[config.mk]
export PLATFORM = sky130hd
export DESIGN_NAME = nd_tensor_slice_filter_top_flat
export DESIGN_NICKNAME = d
export VERILOG_FILES = /design/src/nts_pkg.sv /design/src/nts_if.sv /design/src/nd_tensor_slice_filter_top.sv /design/src/nts_cfg_regs.sv /design/src/nts_coord_ctr.sv /design/src/nts_region_chk.sv /design/src/flat_wrapper.sv
export VERILOG_INCLUDE_DIRS = /design/src /design/src/src
export SDC_FILE = /design/constraint.sdc
export NUM_CORES = 1
export LEC_CHECK = 0
export ABC_AREA = 1
export ABC_CLOCK_PERIOD_IN_PS = 4600
export BUFFER_PORTS_ARGS = -buffer_cell sky130_fd_sc_hd__buf_4
export CAP_MARGIN = 20
export CORE_MARGIN = 8
export CORE_UTILIZATION = 40
export CTS_CLUSTER_SIZE = 8
export DETAILED_ROUTE_END_ITERATION = 8
export HOLD_SLACK_MARGIN = 0.1
export SYNTH_ARGS = -nofsm -noshare
export SYNTH_HDL_FRONTEND = slang
export SYNTH_SLANG_ARGS = --single-unit
[constraint.sdc]
create_clock -name clk -period 4.6 [get_ports clk]
set_input_delay 0.46 -clock clk [delete_from_list [all_inputs] [get_ports clk]]
set_output_delay 0.46 -clock clk [all_outputs]
set_load 0.02 [all_outputs]
[src/nd_tensor_slice_filter_top_macros.svh]
// assertion helpers, sampled on clk and held off while rst_n is low
`ifndef ND_TENSOR_SLICE_FILTER_TOP_MACROS_SVH
`define ND_TENSOR_SLICE_FILTER_TOP_MACROS_SVH

// consequent checked in the same cycle
`define NTS_ASSERT_SAME(lbl, ante, cons, msg) \
  lbl: assert property (@(posedge clk) disable iff (!rst_n) (ante) |-> (cons)) \
    else $error(msg);

// consequent checked in the cycle after the antecedent
`define NTS_ASSERT_NEXT(lbl, ante, cons, msg) \
  lbl: assert property (@(posedge clk) disable iff (!rst_n) (ante) |=> (cons)) \
    else $error(msg);

`endif

[src/nts_pkg.sv]
`default_nettype none

package nts_pkg;

  localparam int MAX_DIMS   = 4;
  localparam int COORD_BITS = 16;
  localparam int DATA_BITS  = 32;
  localparam int FIELD_BITS = 16;
  localparam int DIM_BITS   = 2;
  localparam int NDIM_BITS  = 3;
  localparam int SIZE_BITS  = COORD_BITS + 1;
  localparam int CFG_BITS   = 64;
  localparam int IDX_BITS   = 3;

  typedef enum logic [IDX_BITS-1:0] {
    CFG_NUM_DIMS   = 3'd0,
    CFG_DIM_SIZES  = 3'd1,
    CFG_LOWER      = 3'd2,
    CFG_UPPER      = 3'd3,
    CFG_LOWER_MASK = 3'd4,
    CFG_UPPER_MASK = 3'd5,
    CFG_SLICE_MAP  = 3'd6
  } cfg_idx_t;

  typedef logic [COORD_BITS-1:0] coord_t;
  typedef logic [SIZE_BITS-1:0]  size_t;

  // per-dimension view of the configuration
  typedef struct packed {
    logic [NDIM_BITS-1:0]                  ndims;
    logic [MAX_DIMS-1:0]                   used;
    logic [MAX_DIMS-1:0][SIZE_BITS-1:0]    size;
    logic [MAX_DIMS-1:0]                   lo_on;
    logic [MAX_DIMS-1:0]                   hi_on;
    logic [MAX_DIMS-1:0][FIELD_BITS-1:0]   lo;
    logic [MAX_DIMS-1:0][FIELD_BITS-1:0]   hi;
  } dim_cfg_t;

  typedef struct packed {
    logic kept;
    logic at_end;
  } chk_res_t;

endpackage

`default_nettype wire

[src/nts_if.sv]
`default_nettype none

interface nts_in_if;
  logic                                 valid;
  logic                                 ready;
  logic signed [nts_pkg::DATA_BITS-1:0] value;
  logic                                 last;

  modport source (output valid, output value, output last, input ready);
  modport sink (input valid, input value, input last, output ready);
endinterface

interface nts_out_if;
  logic                                 valid;
  logic                                 ready;
  logic signed [nts_pkg::DATA_BITS-1:0] kept_value;
  logic                                 last_kept;

  modport source (output valid, output kept_value, output last_kept, input ready);
  modport sink (input valid, input kept_value, input last_kept, output ready);
endinterface

`default_nettype wire

[src/nd_tensor_slice_filter_top.sv]
// channel  dir  handshake     payload
// in_s     in   valid/ready   value (32b signed), last
// out_m    out  valid/ready   kept_value (32b signed), last_kept
// cfg_*    in   cfg_we        cfg_index (3b), cfg_wdata (64b)
//
// one element accepted per cycle while in_s.ready is high; a kept element is held
// in one output register for out_m; coordinate compare and carry are combinational
// in_s.ready drops only while a result sits in the output register and out_m stalls
// synchronous active-low reset: coordinates zero, output empty, registers to defaults
`default_nettype none

`include "nd_tensor_slice_filter_top_macros.svh"

module nd_tensor_slice_filter_top (
  input  wire logic                          clk,
  input  wire logic                          rst_n,
  nts_in_if.sink                             in_s,
  nts_out_if.source                          out_m,
  input  wire logic                          cfg_we,
  input  wire logic [nts_pkg::IDX_BITS-1:0]  cfg_index,
  input  wire logic [nts_pkg::CFG_BITS-1:0]  cfg_wdata
);

  nts_pkg::dim_cfg_t                               dcfg;
  nts_pkg::coord_t [nts_pkg::MAX_DIMS-1:0]         coord;
  nts_pkg::chk_res_t                               res;

  logic                                 in_acc;
  logic                                 out_valid_r;
  logic                                 out_valid_nxt;
  logic signed [nts_pkg::DATA_BITS-1:0] out_value_r;
  logic                                 out_last_r;

  nts_cfg_regs u_cfg (
    .clk       (clk),
    .rst_n     (rst_n),
    .cfg_we    (cfg_we),
    .cfg_index (cfg_index),
    .cfg_wdata (cfg_wdata),
    .dcfg      (dcfg)
  );

  nts_coord_ctr u_coord (
    .clk     (clk),
    .rst_n   (rst_n),
    .adv     (in_acc),
    .restart (in_s.last),
    .dcfg    (dcfg),
    .coord   (coord)
  );

  nts_region_chk u_chk (
    .dcfg  (dcfg),
    .coord (coord),
    .res   (res)
  );

  assign in_s.ready = !out_valid_r || out_m.ready;
  assign in_acc     = in_s.valid && in_s.ready;

  always_comb begin
    out_valid_nxt = out_valid_r;
    if (in_acc) begin
      out_valid_nxt = res.kept;
    end else if (out_m.ready) begin
      out_valid_nxt = 1'b0;
    end
  end

  always_ff @(posedge clk) begin
    if (!rst_n) begin
      out_valid_r <= 1'b0;
    end else begin
      out_valid_r <= out_valid_nxt;
    end
  end

  always_ff @(posedge clk) begin
    if (in_acc && res.kept) begin
      out_value_r <= in_s.value;
      out_last_r  <= res.at_end;
    end
  end

  assign out_m.valid      = out_valid_r;
  assign out_m.kept_value = out_value_r;
  assign out_m.last_kept  = out_last_r;

  `NTS_ASSERT_SAME(a_stall_blocks_in, out_valid_r && !out_m.ready, !in_s.ready,
                   "request taken while result register is stalled")
  `NTS_ASSERT_NEXT(a_kept_shows, in_acc && res.kept,
                   out_valid_r && out_value_r == $past(in_s.value),
                   "kept element missing from output")
  `NTS_ASSERT_NEXT(a_dropped_silent, in_acc && !res.kept, !out_valid_r,
                   "result produced for an element outside the region")

endmodule

`default_nettype wire

[src/nts_cfg_regs.sv]
`default_nettype none

module nts_cfg_regs (
  input  wire logic                               clk,
  input  wire logic                               rst_n,
  input  wire logic                               cfg_we,
  input  wire logic [nts_pkg::IDX_BITS-1:0]       cfg_index,
  input  wire logic [nts_pkg::CFG_BITS-1:0]       cfg_wdata,
  output nts_pkg::dim_cfg_t                       dcfg
);

  localparam int MD = nts_pkg::MAX_DIMS;
  localparam int FB = nts_pkg::FIELD_BITS;

  logic [nts_pkg::NDIM_BITS-1:0]   num_dims_r;
  logic [nts_pkg::CFG_BITS-1:0]    sizes_r;
  logic [nts_pkg::CFG_BITS-1:0]    lower_r;
  logic [nts_pkg::CFG_BITS-1:0]    upper_r;
  logic [MD-1:0]                   lo_mask_r;
  logic [MD-1:0]                   hi_mask_r;
  logic [MD*nts_pkg::DIM_BITS-1:0] map_r;

  always_ff @(posedge clk) begin
    if (!rst_n) begin
      num_dims_r <= nts_pkg::NDIM_BITS'(1);
      sizes_r    <= 64'h0001_0001_0001_0001;
      lower_r    <= '0;
      upper_r    <= '0;
      lo_mask_r  <= '0;
      hi_mask_r  <= '0;
      map_r      <= 8'hE4;
    end else if (cfg_we) begin
      unique case (nts_pkg::cfg_idx_t'(cfg_index))
        nts_pkg::CFG_NUM_DIMS:   num_dims_r <= cfg_wdata[nts_pkg::NDIM_BITS-1:0];
        nts_pkg::CFG_DIM_SIZES:  sizes_r    <= cfg_wdata;
        nts_pkg::CFG_LOWER:      lower_r    <= cfg_wdata;
        nts_pkg::CFG_UPPER:      upper_r    <= cfg_wdata;
        nts_pkg::CFG_LOWER_MASK: lo_mask_r  <= cfg_wdata[MD-1:0];
        nts_pkg::CFG_UPPER_MASK: hi_mask_r  <= cfg_wdata[MD-1:0];
        nts_pkg::CFG_SLICE_MAP:  map_r      <= cfg_wdata[MD*nts_pkg::DIM_BITS-1:0];
        default: ;
      endcase
    end
  end

  logic [FB-1:0] size_raw;

  always_comb begin
    dcfg = '0;
    size_raw = '0;
    // clamp the dimension count into 1..MAX_DIMS
    if (num_dims_r == '0) begin
      dcfg.ndims = nts_pkg::NDIM_BITS'(1);
    end else if (num_dims_r > nts_pkg::NDIM_BITS'(MD)) begin
      dcfg.ndims = nts_pkg::NDIM_BITS'(MD);
    end else begin
      dcfg.ndims = num_dims_r;
    end
    for (int d = 0; d < MD; d++) begin
      dcfg.used[d] = (nts_pkg::NDIM_BITS'(d) < dcfg.ndims);
      size_raw = sizes_r[d*FB +: FB];
      // zero size stands for the full coordinate range
      if (size_raw[nts_pkg::COORD_BITS-1:0] == '0) begin
        dcfg.size[d] = nts_pkg::SIZE_BITS'(1) << nts_pkg::COORD_BITS;
      end else begin
        dcfg.size[d] = {1'b0, size_raw[nts_pkg::COORD_BITS-1:0]};
      end
    end
    // higher slice position overrides lower ones on the same dimension
    for (int d = 0; d < MD; d++) begin
      for (int s = 0; s < MD; s++) begin
        if (dcfg.used[s] && dcfg.used[d] &&
            map_r[s*nts_pkg::DIM_BITS +: nts_pkg::DIM_BITS] ==
            nts_pkg::DIM_BITS'(d)) begin
          dcfg.lo_on[d] = lo_mask_r[s];
          dcfg.hi_on[d] = hi_mask_r[s];
          dcfg.lo[d]    = lower_r[s*FB +: FB];
          dcfg.hi[d]    = upper_r[s*FB +: FB];
        end
      end
    end
  end

endmodule

`default_nettype wire

[src/nts_coord_ctr.sv]
`default_nettype none

`include "nd_tensor_slice_filter_top_macros.svh"

module nts_coord_ctr (
  input  wire logic                                 clk,
  input  wire logic                                 rst_n,
  input  wire logic                                 adv,
  input  wire logic                                 restart,
  input  wire nts_pkg::dim_cfg_t                    dcfg,
  output nts_pkg::coord_t [nts_pkg::MAX_DIMS-1:0]   coord
);

  localparam int MD = nts_pkg::MAX_DIMS;

  nts_pkg::coord_t [MD-1:0] coord_r;
  nts_pkg::coord_t [MD-1:0] coord_nxt;
  logic [MD-1:0]            wrap;
  nts_pkg::size_t [MD-1:0]  inc;
  logic                     carry;

  always_comb begin
    coord_nxt = coord_r;
    carry     = 1'b1;
    for (int k = 0; k < MD; k++) begin
      inc[k]  = {1'b0, coord_r[k]} + nts_pkg::SIZE_BITS'(1);
      wrap[k] = (inc[k] >= dcfg.size[k]);
    end
    // last dimension in use runs fastest
    for (int k = MD - 1; k >= 0; k--) begin
      if (dcfg.used[k]) begin
        if (carry) begin
          coord_nxt[k] = wrap[k] ? '0 : inc[k][nts_pkg::COORD_BITS-1:0];
        end
        carry = carry & wrap[k];
      end
    end
    if (restart) begin
      coord_nxt = '0;
    end
  end

  always_ff @(posedge clk) begin
    if (!rst_n) begin
      coord_r <= '0;
    end else if (adv) begin
      coord_r <= coord_nxt;
    end
  end

  assign coord = coord_r;

  `NTS_ASSERT_NEXT(a_restart_clears, adv && restart, coord_r == '0,
                   "coordinates not cleared after final element")
  `NTS_ASSERT_NEXT(a_hold_idle, !adv, $stable(coord_r),
                   "coordinates moved without a request")
  `NTS_ASSERT_NEXT(a_fast_dim_moves,
                   adv && !restart && dcfg.ndims == nts_pkg::NDIM_BITS'(1) && !wrap[0],
                   coord_r[0] == $past(coord_r[0]) + nts_pkg::COORD_BITS'(1),
                   "single dimension did not step")

endmodule

`default_nettype wire

[src/nts_region_chk.sv]
`default_nettype none

module nts_region_chk (
  input  wire nts_pkg::dim_cfg_t                         dcfg,
  input  wire nts_pkg::coord_t [nts_pkg::MAX_DIMS-1:0]   coord,
  output nts_pkg::chk_res_t                              res
);

  localparam int MD = nts_pkg::MAX_DIMS;

  nts_pkg::size_t [MD-1:0] c_ext;
  nts_pkg::size_t [MD-1:0] lo_ext;
  nts_pkg::size_t [MD-1:0] hi_ext;
  nts_pkg::size_t [MD-1:0] top;

  always_comb begin
    res.kept   = 1'b1;
    res.at_end = 1'b1;
    for (int d = 0; d < MD; d++) begin
      c_ext[d]  = {1'b0, coord[d]};
      lo_ext[d] = nts_pkg::SIZE_BITS'(dcfg.lo[d]);
      hi_ext[d] = nts_pkg::SIZE_BITS'(dcfg.hi[d]);
      top[d]    = dcfg.size[d];
      if (dcfg.hi_on[d] && hi_ext[d] < top[d]) begin
        top[d] = hi_ext[d];
      end
      if (dcfg.used[d]) begin
        if (dcfg.lo_on[d] && c_ext[d] < lo_ext[d]) res.kept = 1'b0;
        if (dcfg.hi_on[d] && c_ext[d] >= hi_ext[d]) res.kept = 1'b0;
        if (c_ext[d] + nts_pkg::SIZE_BITS'(1) != top[d]) res.at_end = 1'b0;
      end
    end
  end

endmodule

`default_nettype wire
[src/flat_wrapper.sv]
// flat-port wrapper written by rule: the top's interface ports become plain ports
module nd_tensor_slice_filter_top_flat 
  (clk, rst_n, cfg_we, cfg_index, cfg_wdata, in_s_valid, in_s_value, in_s_last, in_s_ready, out_m_valid, out_m_kept_value, out_m_last_kept, out_m_ready);
  nts_in_if in_s_i ();
  nts_out_if out_m_i ();
  input  wire logic clk;
  input  wire logic rst_n;
  input  wire logic cfg_we;
  input  wire logic [nts_pkg::IDX_BITS-1:0] cfg_index;
  input  wire logic [nts_pkg::CFG_BITS-1:0] cfg_wdata;
  input wire logic [$bits(in_s_i.valid)-1:0] in_s_valid;
  input wire logic [$bits(in_s_i.value)-1:0] in_s_value;
  input wire logic [$bits(in_s_i.last)-1:0] in_s_last;
  output wire logic [$bits(in_s_i.ready)-1:0] in_s_ready;
  output wire logic [$bits(out_m_i.valid)-1:0] out_m_valid;
  output wire logic [$bits(out_m_i.kept_value)-1:0] out_m_kept_value;
  output wire logic [$bits(out_m_i.last_kept)-1:0] out_m_last_kept;
  input wire logic [$bits(out_m_i.ready)-1:0] out_m_ready;
  assign in_s_i.valid = in_s_valid;
  assign in_s_i.value = in_s_value;
  assign in_s_i.last = in_s_last;
  assign in_s_ready = in_s_i.ready;
  assign out_m_valid = out_m_i.valid;
  assign out_m_kept_value = out_m_i.kept_value;
  assign out_m_last_kept = out_m_i.last_kept;
  assign out_m_i.ready = out_m_ready;
  nd_tensor_slice_filter_top u_core (.clk(clk), .rst_n(rst_n), .in_s(in_s_i), .out_m(out_m_i), .cfg_we(cfg_we), .cfg_index(cfg_index), .cfg_wdata(cfg_wdata));
endmodule
======== Yosys cells after proc, flatten, opt, wreduce, memory -nomap -nowiden ========
Cells that the tools add are included.
storage, ports and cells
  memories kept ........................... 0
  ROM bits ................................ 0
  latch bits .............................. 0
  memory bits (writable) .................. 0
  logic and storage cells ................. 237
  output and inout bits ................... 35
  bits in registers ....................... 309
operators by class
  equal/unequal tests ..................... 22
  shift operators ......................... 0
  $mul .................................... 0
  $lt $le $gt $ge ......................... 21
  multiplexer cells ....................... 107
  $add $sub $neg .......................... 4
  reduce and logical (&&, ||, !) cells .... 67
  bitwise operators ....................... 2
  div/mod/pow operators ................... 0
operators by type and width
  operator                                                              count
  16-bit two-way mux                                                    43
  17-bit two-way mux                                                    8
  16-bit by 1-bit adder with 17-bit output (second input constant)      4
  17-bit greater-or-equal comparator                                    4
  16-bit by 17-bit < comparator with 1-bit output                       4
  17-bit != test                                                        4
  16-bit greater-or-equal comparator                                    4
  16-bit logical NOT                                                    4
  16-bit < comparator                                                   4
  64-bit two-way mux                                                    1
  1-bit two-way mux                                                     49
  1-bit logical AND                                                     36
  2-bit == test (second input constant)                                 8
  2-bit AND reduction                                                   8
  2-bit nonzero test                                                    8
  3-bit == test (second input constant)                                 3
  3-bit AND reduction                                                   3
  2-bit by 1-bit == test with 1-bit output (second input constant)      4
  2-bit logical NOT                                                     4
  2-bit two-way mux                                                     4
  3-bit by 2-bit == test with 1-bit output (second input constant)      2
  3-bit logical NOT                                                     2
  1-bit by 3-bit < comparator with 1-bit output (first input constant)  2
  2-bit by 3-bit < comparator with 1-bit output (first input constant)  2
  6 further kinds                                                       8

======== Logic depth before layout (Yosys ltp) ========
Gate-level depths: netlist of the first run.
  depth after elaboration ................. 25
  gate-level depth with buffers ........... 32
  depth with buffers taken out ............ 31

======== Modules after synthesis ========
Synthesis of the first run repeated with hierarchy kept, for this count alone.
unflattened totals
  cells, all modules ...................... 4858
  area, all modules ....................... 29082.9 um^2
by module, submodules not included
  module                      cells an instance  area each (um^2)  times used
  nts_cfg_regs                2323               13281.5           1
  nts_region_chk              1519               8563.2            1
  nts_coord_ctr               972                6175.9            1
  nd_tensor_slice_filter_top  44                 1062.3            1

======== Worst setup path after synthesis of the first run ========
No wires, ideal clock.
  path type ............................... register -> register
  start ................................... reg u_core.u_cfg.num_dims_r[2] in the netlist's numbering
  end ..................................... reg u_core.out_value_r (netlist bit u_core.out_m.kept_value[0]), enable pin
  data arrival time ....................... 3363 ps
  slack ................................... 849 ps
  clock period less this slack ............ 3751 ps
  stages on the path, launching flop included .. 19
  setup time .............................. 388 ps
  cell sequence ........................... dfxtp_1 -> buf_6 -> inv_4 -> nand2_4 -> nand2_2 -> clkbuf_1 -> clkbuf_1 -> buf_1 -> nand2_1 -> nand3_1 -> o21ai_0 -> ha_1 -> a21oi_1 -> nand3b_1 -> a21oi_1 -> a211oi_1 -> a21boi_0 -> nand4_1 -> inv_1
between the ends
  word-level cells in the longest chain between the ends .. 24
ends and longest elaborated chain
  what                                                            line                              source
  from (decl)                                                     nts_cfg_regs.sv:15                logic [nts_pkg::NDIM_BITS-1:0] num_dims_r;
  from (signal assigned)                                          nts_cfg_regs.sv:25                num_dims_r <= nts_pkg::NDIM_BITS'(1);
  from (signal assigned)                                          nts_cfg_regs.sv:34                nts_pkg::CFG_NUM_DIMS: num_dims_r <= cfg_wdata[nts_pkg::NDIM_BITS-1:0];
  3-bit greater-than comparator                                   nts_cfg_regs.sv:54                end else if (num_dims_r > nts_pkg::NDIM_BITS'(MD)) begin
  3-bit two-way mux                                               nts_cfg_regs.sv:54
  3-bit two-way mux *                                             nts_cfg_regs.sv:52                if (num_dims_r == '0) begin
  1-bit by 3-bit < comparator with 1-bit output                   nts_cfg_regs.sv:60                dcfg.used[d] = (nts_pkg::NDIM_BITS'(d) < dcfg.ndims);
  1-bit logical AND                                               nts_cfg_regs.sv:72                if (dcfg.used[s] && dcfg.used[d] &&
  16-bit two-way mux / 1-bit logical AND (equally long branches)  nts_cfg_regs.sv:72
  16-bit two-way mux (3 in series)                                nts_cfg_regs.sv:72
  16-bit < comparator                                             nts_region_chk.sv:28              if (dcfg.lo_on[d] && c_ext[d] < lo_ext[d]) res.kept = 1'b0;
  [... 6 more ...]                                                -
  2-bit two-way mux                                               nts_region_chk.sv:27              if (dcfg.used[d]) begin
  1-bit two-way mux                                               nts_region_chk.sv:28
  1-bit two-way mux                                               nts_region_chk.sv:29              if (dcfg.hi_on[d] && c_ext[d] >= hi_ext[d]) res.kept = 1'b0;
  2-bit two-way mux                                               nts_region_chk.sv:27
  1-bit two-way mux                                               nts_region_chk.sv:28
  1-bit two-way mux                                               nts_region_chk.sv:29
  2-bit two-way mux *                                             nts_region_chk.sv:27
  1-bit logical AND *                                             nd_tensor_slice_filter_top.sv:79  if (in_acc && res.kept) begin
  to (signal assigned)                                            nd_tensor_slice_filter_top.sv:80  out_value_r <= in_s.value;
  to (decl)                                                       nd_tensor_slice_filter_top.sv:31  logic signed [nts_pkg::DATA_BITS-1:0] out_value_r;
Mark *: on every way between the ends. The rest lies on a longest branch, timed or not.
A chain may end at the register's enable or synchronous reset.

==> out/metrics.yaml, run 1 <==
avgSynthCellArea_sq_um: 6.56
rsz0062_at_grt: "no"
ioPinCount: 140
nets: 4322
synth_top_area_cell: "dfxtp_1"
hold_violations: 0
cp_max_fo: 23
cts_sinks: 309
hpwl_um: 86700
grt-ovfl-total: 0
initial_core_util: 0.402
viasPerCell: 5.80
fin_crit_sh: 0.972
ant_nets: 0
synth_common_cells: "729 x nand2_1, 475 x inv_1, 455 x o21ai_0, 372 x a21oi_1, 303 x nor2_1"
fmax_mhz: 224
synth.distinct_cells: 54
slew_headroom: 0.334
cp.buffers_inverters: 5
end_kind: "flip-flop"
power_uw: 8430
synth-main-ff-cell: "dfxtp_1"
finalSetupViolCount: 0
slew_violations: 0
io_buffers: 139
wl_per_cell_um: 23.6
synth_nets: 4121
gp_congestion: 1.07
skew_ps: 28.2
hold_class: "in2reg"
clock_latency_ps: 610
worstPathRequired_ps: 5060
clkTransAtPathRegs_ps: 60
worst_slew_pin_slew_ps: 989
critPathMaxStageDelay_ps: 560
diodes: 0
synth-seq-cells: 309
die_h_um: 264
antenna_found_initial: 1
yosysWarningCount: 0
fin_area_sq_um: 29200
status: "complete, no violations"
vias: 27700
grt_pass1_wl_um: 165000
placed_area_sq_um: 27300
synth.cell_area_sq_um: 24700
p_per_area_nw_per_um2: 289
power.leakage_uw: 0.0133
grt_max_degree: 101
track_usage: 0.310
yosysMostFrequentCell: "nand2_1"
cp_top_family: "simple AND/OR/NAND/NOR gates"
drt-total-wl_um: 113000
timing.max_cap.violations: 0
rows: 91
synth-edff-count: 33
critical_path_arrival_ps: 4930
final_core_util: 0.476
coreArea_sq_um: 61400
cts_root_buf: "clkbuf_16"
detail_route.first_pass.iterations: 6
dieArea_sq_um: 69900
numCtsBuffers: 46
yosys-top-cells-area: "dfxtp_1 22%, ha_1 13%, nand2_1 11%"
irDropWorstVdd_mv: 0.274
cts_tree: "done"
async_flop_share: 0
drtIter0Drc: 3197
cp-start-kind: "flip-flop"
die_w_um: 264
worst_path_max_delay_cell: "a21oi_1"
drive_gt1_frac: 0.105
critPathKind: "reg2reg"
syn_inst: 3760
drc: 0
yosysSeqAreaShare: 0.264
htree_levels: 2
post-route-min-period_ps: 4470
cts_buffer_depth: 3
synth_top_area_frac: 0.224
area_delta_synth_final_pct: 18.3
grt_pass1_vias: 25500
==> timing repair <==
action	CTS	global route
cloned	0	2
setup buffers	1	7
pin swaps	1	1
endpoints found under the hold margin	35	0
resized for setup	0	35
setup endpoints to repair	20	81
hold buffers	35	0
==> worst register-to-register path, stage by stage (launching register included) <==
cell and delay (ps):
dfxtp_1 360, inv_1 120, nor2_2 70, nand2_1 290
buf_12 210, o221ai_1 290, a21oi_1 560, inv_1 100
ha_1 290, nand4_1 80, nand3b_1 230, nor2_1 250
nor2_1 70, nand3_1 130, buf_12 160, nand2_1 80
nand3_1 60, nand2_1 50, nor2_1 120, nand2_1 60
nor2_1 190, nand3_1 110, buf_4 170, nand2_1 110
nand3_1 100, nor2_1 90
==> state kept, by name, indices dropped and copies added, names as in the netlist <==
signal / flops
u_core.u_cfg.num_dims_r: 3
u_core.u_cfg.hi_mask_r: 4
u_core.u_cfg.upper_r: 64
u_core.out_m.kept_value: 32
u_core.u_cfg.sizes_r: 64
u_core.out_m.valid: 1
u_core.u_coord.coord: 64
u_core.u_cfg.lower_r: 64
u_core.u_cfg.map_r: 8
u_core.out_m.last_kept: 1
u_core.u_cfg.lo_mask_r: 4
==> worst paths after layout <==
check / startpoint / endpoint / slack [ps] / cells after the start
setup / recovery: u_core.u_cfg.map_r[3] / u_core.out_m.last_kept / 130 / 25
hold / removal: cfg_wdata[19] / u_core.u_cfg.lower_r[19] / 120 / 3
setup reg to reg: u_core.u_cfg.map_r[3] / u_core.out_m.last_kept / 130 / 25
hold reg to reg: u_core.u_cfg.num_dims_r[0] / u_core.u_cfg.num_dims_r[0] / 460 / 2
==> cells in the final DEF (no fill, tap or decap), types with 6 or more instances in the layout <==
cell type	Yosys	routed
inv_1	475	470
nand4_1	83	83
a211oi_1	34	34
a21oi_1	372	370
nand3_1	217	214
buf_4	3	277
dlygate4sd3_1	0	35
clkbuf_1	135	13
xor2_1	39	37
dfxtp_1	276	275
a22oi_1	52	47
nand2_2	6	6
nor2_2	5	6
ha_1	256	256
nor4_1	6	6
nand2_1	729	729
o211ai_1	82	82
o221ai_1	17	15
nor3_1	38	33
xnor2_1	6	6
o22ai_1	21	18
edfxtp_1	33	33
nor2_1	303	301
buf_12	0	14
nand3b_1	10	10
clkbuf_16	0	47
o21ai_1	10	10
o21ai_0	455	454
==> final cells by class <==
class / instances / area, sq um
well taps: 790 / 988
fillers: 6352 / 32200
repair inverters: 1 / 5.00
multi-input cells: 2790 / 15800
inverters: 483 / 1830
repair buffers: 330 / 2770
clock inverters: 5 / 68.8
clock buffers: 61 / 1230
flip-flops and latches: 309 / 6520
==> power by group <==
group | internal (uW) | total, uW | switching (uW)
clock network | 1890 | 3230 | 1340
logic | 777 | 2150 | 1370
registers | 2880 | 3050 | 170
total | 5550 | 8430 | 2880
==> per-stage QoR <==
step	setup WS, ps	hold slack [ps]	TNS [ps]	std cells
5_1_grt	1.08	123	0	4769
2_1_floorplan	849	429	0	3760
4_1_cts	37.7	108	0	4760
6_report	130	119	0	4769
3_5_place_dp	-3.94	453	-7.62	4658
3_3_place_gp	-30.2	455	-91.3	4658
==> cell families after synthesis <==
group / synth area share
and+or+nand+nor: 0.246
buffers and inverters: 0.103
adders and majority gates: 0.130
xor gates and xnor gates: 0.0160
DFF: 0.264
AOI/OAI and AO/OA: 0.241
==> layer usage <==
metal,wire length [um],track usage
met4,8720,0.196
met3,9820,0.0618
met5,13,0
met1,45300,0.389
met2,48800,0.483
Note: power is estimated with default switching activity, not from simulation.
==> run 2: changes to the inputs <==
--- a/config.mk
+++ b/config.mk
@@ -12,9 +12,11 @@
 export CAP_MARGIN = 20
 export CORE_MARGIN = 8
 export CORE_UTILIZATION = 40
+export CTS_BUF_LIST = sky130_fd_sc_hd__clkbuf_8
 export CTS_CLUSTER_SIZE = 8
 export DETAILED_ROUTE_END_ITERATION = 8
 export HOLD_SLACK_MARGIN = 0.1
+export PLACE_DENSITY = 0.62
 export SYNTH_ARGS = -nofsm -noshare
 export SYNTH_HDL_FRONTEND = slang
 export SYNTH_SLANG_ARGS = --single-unit
==> constraint.sdc (replaced) <==
create_clock -name clk -period 4.6 [get_ports clk]
set_input_delay 0 -clock clk [delete_from_list [all_inputs] [get_ports clk]]
set_output_delay 0 -clock clk [all_outputs]
set_load 0.02 [all_outputs]
==> run 2 against run 1 <==
Via count grew 2.7%. Die area unchanged. Register-to-register slack better by 60 ps. Count of clock-buffer cells in the layout grew 13. Final cell count rose by 3.6%. Setup slack gained 62 ps. Maximum frequency rose by 1.4%. First-iteration DRC count rose by 6.2%. Critical path type unchanged. Largest power group unchanged. Highest routed layer unchanged.
==> out/metrics.yaml, run 2 (synthesis gave the netlist of run 1 again) <==
antenna_found_initial: 2  # +1
place_inst: 4657  # -0.021%
htree_levels: 2  # unchanged
path_cells: "buf_4 -> nand3_1 -> nor2_2 -> buf_6 -> nand2_1 -> o211ai_1 -> o211ai_1 -> nand2_1 -> inv_1 -> ha_1 -> a21oi_1 -> nor2_1 -> a211oi_1 -> o221ai_1 -> nand2_1 -> nand3_1 -> nand2_1 -> a21boi_0 -> nand4_1 -> inv_1 -> buf_12"
cts_tree: "done"
clock_latency_ps: 710  # +100 ps
r2r_setup_slack_ps: 190  # +60 ps
skew_ps: 47.9  # +19.7 ps
critPathMaxStageDelay_ps: 430  # -130 ps
drive_gt1_frac: 0.108  # +0.00316
layout_common_cells: "729 x nand2_1, 488 x inv_1, 452 x o21ai_0"
timing.max_cap.violations: 0  # unchanged
gp_congestion: 1.05  # -2.3%
vias: 28400  # +2.7%
cts_buffer_depth: 3  # unchanged
die_w_um: 264  # unchanged
dieArea_sq_um: 69900  # unchanged
grt_max_degree: 131  # +30%
nets: 4461  # +3.2%
grt_pass1_wl_um: 172000  # +3.8%
status: "complete, no violations"
drc: 0  # unchanged
fmax_mhz: 227  # +1.4%
grt_pass1_vias: 26300  # +2.8%
final_common_cell: "nand2_1"
ant_nets: 0  # unchanged
stdcell_count: 4940  # +3.6%
io_buffers: 139  # unchanged
clkTransAtPathRegs_ps: 70  # about the same
power.leakage_uw: 0.0140  # +4.9%
coreArea_sq_um: 61400  # unchanged
hold_class: "in2reg"
rows: 91  # unchanged
wl_per_cell_um: 23.7  # +0.16%
grt-ovfl-total: 0  # unchanged
die_h_um: 264  # unchanged
final_core_util: 0.495  # +0.0192
numCtsBuffers: 60  # +30%
initial_core_util: 0.402  # unchanged
slew_headroom: 0.221  # -0.113
holdWs_ps: 132  # +12.8 ps
cp-start-kind: "flip-flop"
end_kind: "flip-flop"
track_usage: 0.320  # +0.0108
ioPinCount: 140  # unchanged
detail_route.first_pass.iterations: 8  # +2
p_per_area_nw_per_um2: 275  # -4.8%
critical_path_arrival_ps: 4790  # -140 ps
cts_sinks: 309  # unchanged
final.fill_count: 6226  # -2.0%
area_delta_synth_final_pct: 23.1
worstPathRequired_ps: 4990  # -70 ps
hold_violations: 0  # unchanged
path_common_cell: "nand2_1"
worst_slew_pin_slew_ps: 1160  # +176 ps
irDropWorstVdd_mv: 0.221  # -19%
worst_path_max_delay_cell: "dfxtp_1"
finalSetupViolCount: 0  # unchanged
critPathKind: "reg2reg"
drtIter0Drc: 3396  # +6.2%
cp_max_fo: 33  # +43%
cts_root_buf: "clkbuf_8"
fin_crit_sh: 0.958  # -0.0135
viasPerCell: 5.75  # -0.87%
hpwl_um: 88500  # +2.0%
drt-total-wl_um: 117000  # +3.7%
post-route-min-period_ps: 4410  # -62.1 ps
slew_violations: 0  # unchanged
==> run 2: changes by cell type in the layout (fill, tap and decap cells not counted), sizes merged, moves of 3 or more <==
| cell | change |
|---|---|
| inv | +18 |
| clkbuf | +12 |
| clkinv | +10 |
| dlygate4sd3 | +133 |
| buf | -7 |
| bufinv | +3 |
==> run 2: what timing repair did <==
item / CTS / global route
gates cloned: 0 / 1
endpoints found under the setup margin: 16 / 81
hold endpoints to repair: 289 / 0
hold buffers: 168 / 0
buffers inserted: 1 / 1
resized for setup: 0 / 33
pin swaps: 1 / 2
==> run 2: worst max-delay path, delay by kind of cell (launching register included) <==
family	cells	cell delay (ps)
AND/OR/NAND/NOR	9	1250
AO/OA/AOI/OAI	6	1240
flip-flops	1	430
buffers and inverters	5	860
adder cells (fa/ha/maj)	1	300
==> run 2: layer usage <==
layer  vias to the layer above  global-route usage  wire length (um)
li1                      13500                   -                 -
met1                     13200               0.404             47400
met2                      1414               0.517             52200
met3                       342              0.0569              9890
met4                         2               0.174              7340
met5                         -                   0                13
==> run 2: layout make-up <==
type / count / area, sq um / share of cell area
flip-flops and latches: 309 / 6520 / 0.215
inverters: 483 / 1820 / 0.0600
clock inverters: 37 / 283 / 0.00931
well taps: 790 / 988 / 0.0326
multi-input cells: 2791 / 15800 / 0.519
clock buffers: 74 / 1020 / 0.0335
repair buffers: 455 / 3980 / 0.131
diodes: 1 / 2.50 / 0.0000824
==> run 2: path summary, 6_finish.rpt <==
check / startpoint / to / cells after the start
min reg2reg: u_core.u_cfg.map_r[1] / u_core.u_cfg.map_r[1] / 2
max: u_core.u_cfg.num_dims_r[2] / u_core.out_m.kept_value[5] / 21
min: cfg_wdata[32] / u_core.u_cfg.sizes_r[32] / 4
max reg2reg: u_core.u_cfg.num_dims_r[2] / u_core.out_m.kept_value[5] / 21
==> run 2: where the power goes <==
group | switching, uW | internal [uW] | total (uW)
Combinational | 1390 | 831 | 2220
Clock | 1390 | 1680 | 3080
Sequential | 173 | 2880 | 3050
==> run 2: metrics by stage <==
stage	total power [uW]	setup slack (ps)	cell area [sq um]	setup TNS [ps]
2_1_floorplan	4320	849	24700	0
3_3_place_gp	5130	-75.1	27200	-291
3_5_place_dp	5140	-35.8	27200	-110
4_1_cts	8310	51.6	30200	0
5_1_grt	8730	-30.5	30400	-33.2
6_report	8350	192	30400	0
